[config.mk]
export PLATFORM = sky130hd
export DESIGN_NAME = lant_ctrl
export DESIGN_NICKNAME = d
export VERILOG_FILES = /design/src/rtl/core/lant_pkg.sv /design/src/rtl/core/lant_ctrl.sv
export SDC_FILE = /design/constraint.sdc
export NUM_CORES = 1
export LEC_CHECK = 0
export BUFFER_PORTS_ARGS = -buffer_cell sky130_fd_sc_hd__buf_2
export CORE_MARGIN = 2
export CORE_UTILIZATION = 52
export DETAILED_ROUTE_END_ITERATION = 10
export PLACE_DENSITY = 0.81
export SLEW_MARGIN = 20
export SYNTH_ARGS = -nofsm -noshare
export SYNTH_HDL_FRONTEND = slang
export SYNTH_SLANG_ARGS = --single-unit
export TNS_END_PERCENT = 30
[constraint.sdc]
create_clock -name clock -period 2.8 [get_ports clock]
set_input_delay 0.14 -clock clock [delete_from_list [all_inputs] [get_ports clock]]
set_output_delay 0.14 -clock clock [all_outputs]
set_load 0.02 [all_outputs]
[src/rtl/core/lant_pkg.sv]
// ----------------------------------------------------------------------------
// lant_pkg
// Shared types, codes and widths for the ant stepper core.
// ----------------------------------------------------------------------------
`default_nettype none

package lant_pkg;

   localparam int LANT_MAX_WIDTH  = 64;
   localparam int LANT_MAX_HEIGHT = 64;

   localparam int CFG_W     = 7;
   localparam int FIELD_W   = 6;
   localparam int DIR_W     = 2;
   localparam int CSR_IDX_W = 3;

   localparam logic [CFG_W-1:0]   RST_GRID_WIDTH  = 7'd64;
   localparam logic [CFG_W-1:0]   RST_GRID_HEIGHT = 7'd64;
   localparam logic [FIELD_W-1:0] RST_START_X     = 6'd32;
   localparam logic [FIELD_W-1:0] RST_START_Y     = 6'd32;

   localparam logic [DIR_W-1:0] DIR_UP    = 2'd0;
   localparam logic [DIR_W-1:0] DIR_RIGHT = 2'd1;
   localparam logic [DIR_W-1:0] DIR_DOWN  = 2'd2;
   localparam logic [DIR_W-1:0] DIR_LEFT  = 2'd3;

   typedef enum logic [1:0] {
      REQ_STEP    = 2'd0,
      REQ_READ    = 2'd1,
      REQ_RESTART = 2'd2
   } lant_req_type;

   typedef enum logic [CSR_IDX_W-1:0] {
      CSR_GRID_WIDTH  = 3'd0,
      CSR_GRID_HEIGHT = 3'd1,
      CSR_START_X     = 3'd2,
      CSR_START_Y     = 3'd3,
      CSR_START_DIR   = 3'd4
   } lant_csr_type;

   typedef enum logic [1:0] {
      ST_IDLE,
      ST_STEP,
      ST_READ,
      ST_CLEAR
   } lant_state_type;

   typedef struct packed {
      logic accept;
      logic step_wb;
      logic read_wb;
      logic clear_wr;
      logic clear_last;
      logic clear_reply;
   } lant_ctrl_type;

endpackage

`default_nettype wire

[src/rtl/core/lant_ctrl.sv]
// ----------------------------------------------------------------------------
// lant_ctrl
// Request sequencer: step and read passes, grid clear sweep after reset and
// on restart.
// ----------------------------------------------------------------------------
`default_nettype none

module lant_ctrl import lant_pkg::*; #(
   parameter int ADDR_W = 12
) (
   input  wire logic              clock,
   input  wire logic              reset,
   input  wire logic              start,
   input  wire logic [1:0]        req_type,
   output logic                   busy,
   output lant_ctrl_type          ctl,
   output logic      [ADDR_W-1:0] clr_addr
);

   lant_state_type    state_ff, state_in;
   logic [ADDR_W-1:0] clr_cnt_ff, clr_cnt_in;
   logic              reply_ff, reply_in;
   logic              accept;
   logic              clr_last;

   assign accept   = start && (state_ff == ST_IDLE);
   assign clr_last = (state_ff == ST_CLEAR) && (clr_cnt_ff == {ADDR_W{1'b1}});

   always_comb begin
      state_in = state_ff;
      case (state_ff)
         ST_IDLE: begin
            if (start) begin
               case (req_type)
                  REQ_STEP:    state_in = ST_STEP;
                  REQ_READ:    state_in = ST_READ;
                  REQ_RESTART: state_in = ST_CLEAR;
                  default:     state_in = ST_IDLE;
               endcase
            end
         end
         ST_STEP:  state_in = ST_IDLE;
         ST_READ:  state_in = ST_IDLE;
         ST_CLEAR: begin
            if (clr_last) begin
               state_in = ST_IDLE;
            end
         end
         default:  state_in = ST_IDLE;
      endcase
   end

   always_comb begin
      clr_cnt_in = clr_cnt_ff;
      reply_in   = reply_ff;
      if (state_ff == ST_CLEAR) begin
         clr_cnt_in = clr_cnt_ff + ADDR_W'(1);
      end
      if (accept && (req_type == REQ_RESTART)) begin
         reply_in = 1'b1;
      end
   end

   always_comb begin
      busy            = (state_ff != ST_IDLE);
      ctl.accept      = accept;
      ctl.step_wb     = (state_ff == ST_STEP);
      ctl.read_wb     = (state_ff == ST_READ);
      ctl.clear_wr    = (state_ff == ST_CLEAR);
      ctl.clear_last  = clr_last;
      ctl.clear_reply = reply_ff;
      clr_addr        = clr_cnt_ff;
   end

   always_ff @(posedge clock) begin
      if (reset) begin
         state_ff   <= ST_CLEAR;
         clr_cnt_ff <= '0;
         reply_ff   <= 1'b0;
      end else begin
         state_ff   <= state_in;
         clr_cnt_ff <= clr_cnt_in;
         reply_ff   <= reply_in;
      end
   end

endmodule

`default_nettype wire

==> metrics <==
crit path launch type register; top routing layer in use met4; Num CTS Buffers 3; total gr overflow 0; Global Route Usage Sum about a fifth; leakage power roughly 0.39 nW; f_max approximately 570 MHz; Util after Layout about two thirds; fraction of layout cells with a size suffix above 1 a little under a third; Synth async-reset ratio 0%; antenna cell count 0; vias per cell between 5 and 6; Slowest-stage cell, CP dfxtp_1; met3 WL post-DR just under 90 um; Placed Cells roughly 120; largest cells by area after synthesis dfxtp_1 (39%), mux2_2 (5.9%), ha_1 (4.9%); Max rail drop VDD ~310 uV; Post-Syn Nets 99; clk_lat worst skew 0.30 ns; drt drc 0; PwrDens between 500 and 600 nW/um2; Met1 Wirelength about 750 um; clock net sink count 15; die area around 1800 um2; DRT antenna net count 0; Netlist cell types 27; CTS tree built; Routability Congestion between 0.7 and 0.8; H-tree lvl count 1; Layout fillers ~130; number of global-route vias before repair roughly 650; cells along the critical path ha_1 > nand3_1 > nor4_1 > buf_2; crit share post-route a little over three fifths; minimum clock period 1.75 ns; Hold Buf Count CTS 0; post_cts resized 0; RSZ-0062 raised after global routing no; pin count of the biggest net entering global routing 20; Post-Syn Area per Cell about 8.4 um2; first-pass GRT wire length ~2.6 mm; Reg2Reg Setup Slack approximately 1.2 ns; maxcap violations 0; most frequent cell after synthesis dfxtp_1; WS Path Type reg2out; Yosys top cell area share between 30% and 40%; root buf cell clkbuf_4; Yosys top cell by area dfxtp_1; fin cells around 130; Seq/Total Area, Yosys approximately 40%; gate count after technology mapping 91; die width 42.3 um; core area 1330 um2; worst slack, placed 1.23 ns; Max Slew Vio Count 0; Buffers on Ports 23; setup skew after layout roughly 0.011 ns; overall power roughly 450 uW; CP Capture Type primary output; Worst Tran Pin Value between 0.4 and 0.5 ns; final WL ~1.6 mm; Final nets 122; initial antenna violation count 0; total negative setup slack 0 ns; Starting Density between 50% and 60%; Hold WC Path Type in2reg; ys flop type dfxtp_1; setup slack after layout between 1 and 1.5 ns; Ports 24; first-pass detailed-route iteration total 4; area grow syn2layout 17.2%; status finished clean; Vias approximately 740; flops & latches, synth 15; final hold viol count 0; Syn Std Cell Area roughly 760 um2; Max FO, Critical Path 6; clk slew on worst S/H paths roughly 0.10 ns; CTS Buffer Depth 2; Required @ worst endpoint 2.66 ns; Die Y between 40 and 50 um; max incr delay on CP between 0.3 and 0.4 ns; Iter 0 DRT Violations 17; DP HPWL 1.16 mm; Post-CTS Setup Repair Bufs 0; Final Setup Violations 0; site row count 13; crit path DAT roughly 1.6 ns; slew margin rel. 70.6%; met2 routed WL roughly 740 um; Yosys warning count 0; list of most frequent post-synthesis cells dfxtp_1 (15), a21oi_1 (7), nand2_1 (7), nor2_1 (7); Post-synth EDFFs 0; Wirelength per Cell between 10 and 15 um
==> final timing paths <==
path | startpoint | to | cells past startpoint
max | clr_addr[0] | ctl[1] | 4
min | reset | clr_addr[2] | 2
max reg2reg | clr_addr[0] | clr_addr[10] | 4
min reg2reg | reply_ff | reply_ff | 2
==> layer usage <==
layer | GRT usage, % | vias to the layer above
met5 | 0 | -
met3 | 6.47 | 7
met1 | 22.7 | 341
met2 | 29.2 | 25
li1 | - | 363
met4 | 8.75 | 0
==> registers in the layout, indices dropped and copies added (netlist names) <==
register,cells
clr_addr,12
state_ff,2
reply_ff,1
==> kinds of logic after synthesis <==
family,after synthesis,synth area share [%]
flip-flops,15,39.4
AO/OA/AOI/OAI,14,10.0
XOR/XNOR,2,2.30
multiplexers,4,5.91
buffers and inverters,10,6.40
adder cells (fa/ha/maj),3,4.93
AND/OR/NAND/NOR,43,31.0
==> power breakdown <==
group / switching (mW) / internal (mW)
registers: 0.0144 / 0.225
logic: 0.0547 / 0.0316
clock network: 0.0754 / 0.0533
total: 0.145 / 0.310
==> worst max-delay path, delay by kind of cell (launching register included) <==
family | cells | cell delay, ns
fa+ha+maj | 1 | 0.21
buf+inv | 1 | 0.21
flops | 1 | 0.39
simple gates | 2 | 0.51
==> through the flow <==
step           instance area, um2  hold WS [ns]
3_3_place_gp                  866         0.453
2_1_floorplan                 762         0.394
5_1_grt                       893         0.222
3_5_place_dp                  866         0.469
4_1_cts                       893         0.207
6_report                      893         0.207
==> cell type report <==
cell class	instances	area (um2)	share of cell area [%]
Clock buffer	3	22.5	2.52
Clock inverter	1	5.00	0.560
Inverter	5	18.8	2.10
Multi-Input combinational cell	66	413	46.2
Sequential cell	15	300	33.6
Tap cell	15	18.8	2.10
Timing Repair Buffer	23	115	12.9
==> layout by cell type, fill, tap and decap left out <==
cell,netlist,layout
nor3b_1,1,1
inv_1,5,5
nor2b_1,4,4
nand2_2,1,1
dfxtp_1,15,15
or4_1,1,1
nand4_1,4,4
or3_2,1,1
clkinv_2,0,1
nor2_1,7,7
or3_1,3,3
and2b_2,2,2
xnor2_1,2,2
nand3_1,5,5
nand2_1,7,7
clkbuf_4,0,3
ha_1,3,3
o21ai_0,5,5
buf_2,0,23
a21oi_1,7,7
mux2_2,4,4
nand4b_1,1,1
or2_2,1,1
o32ai_1,1,1
nor4_1,3,3
o31ai_1,1,1
nor3_1,2,2
Power figures use the tool's default switching activity.
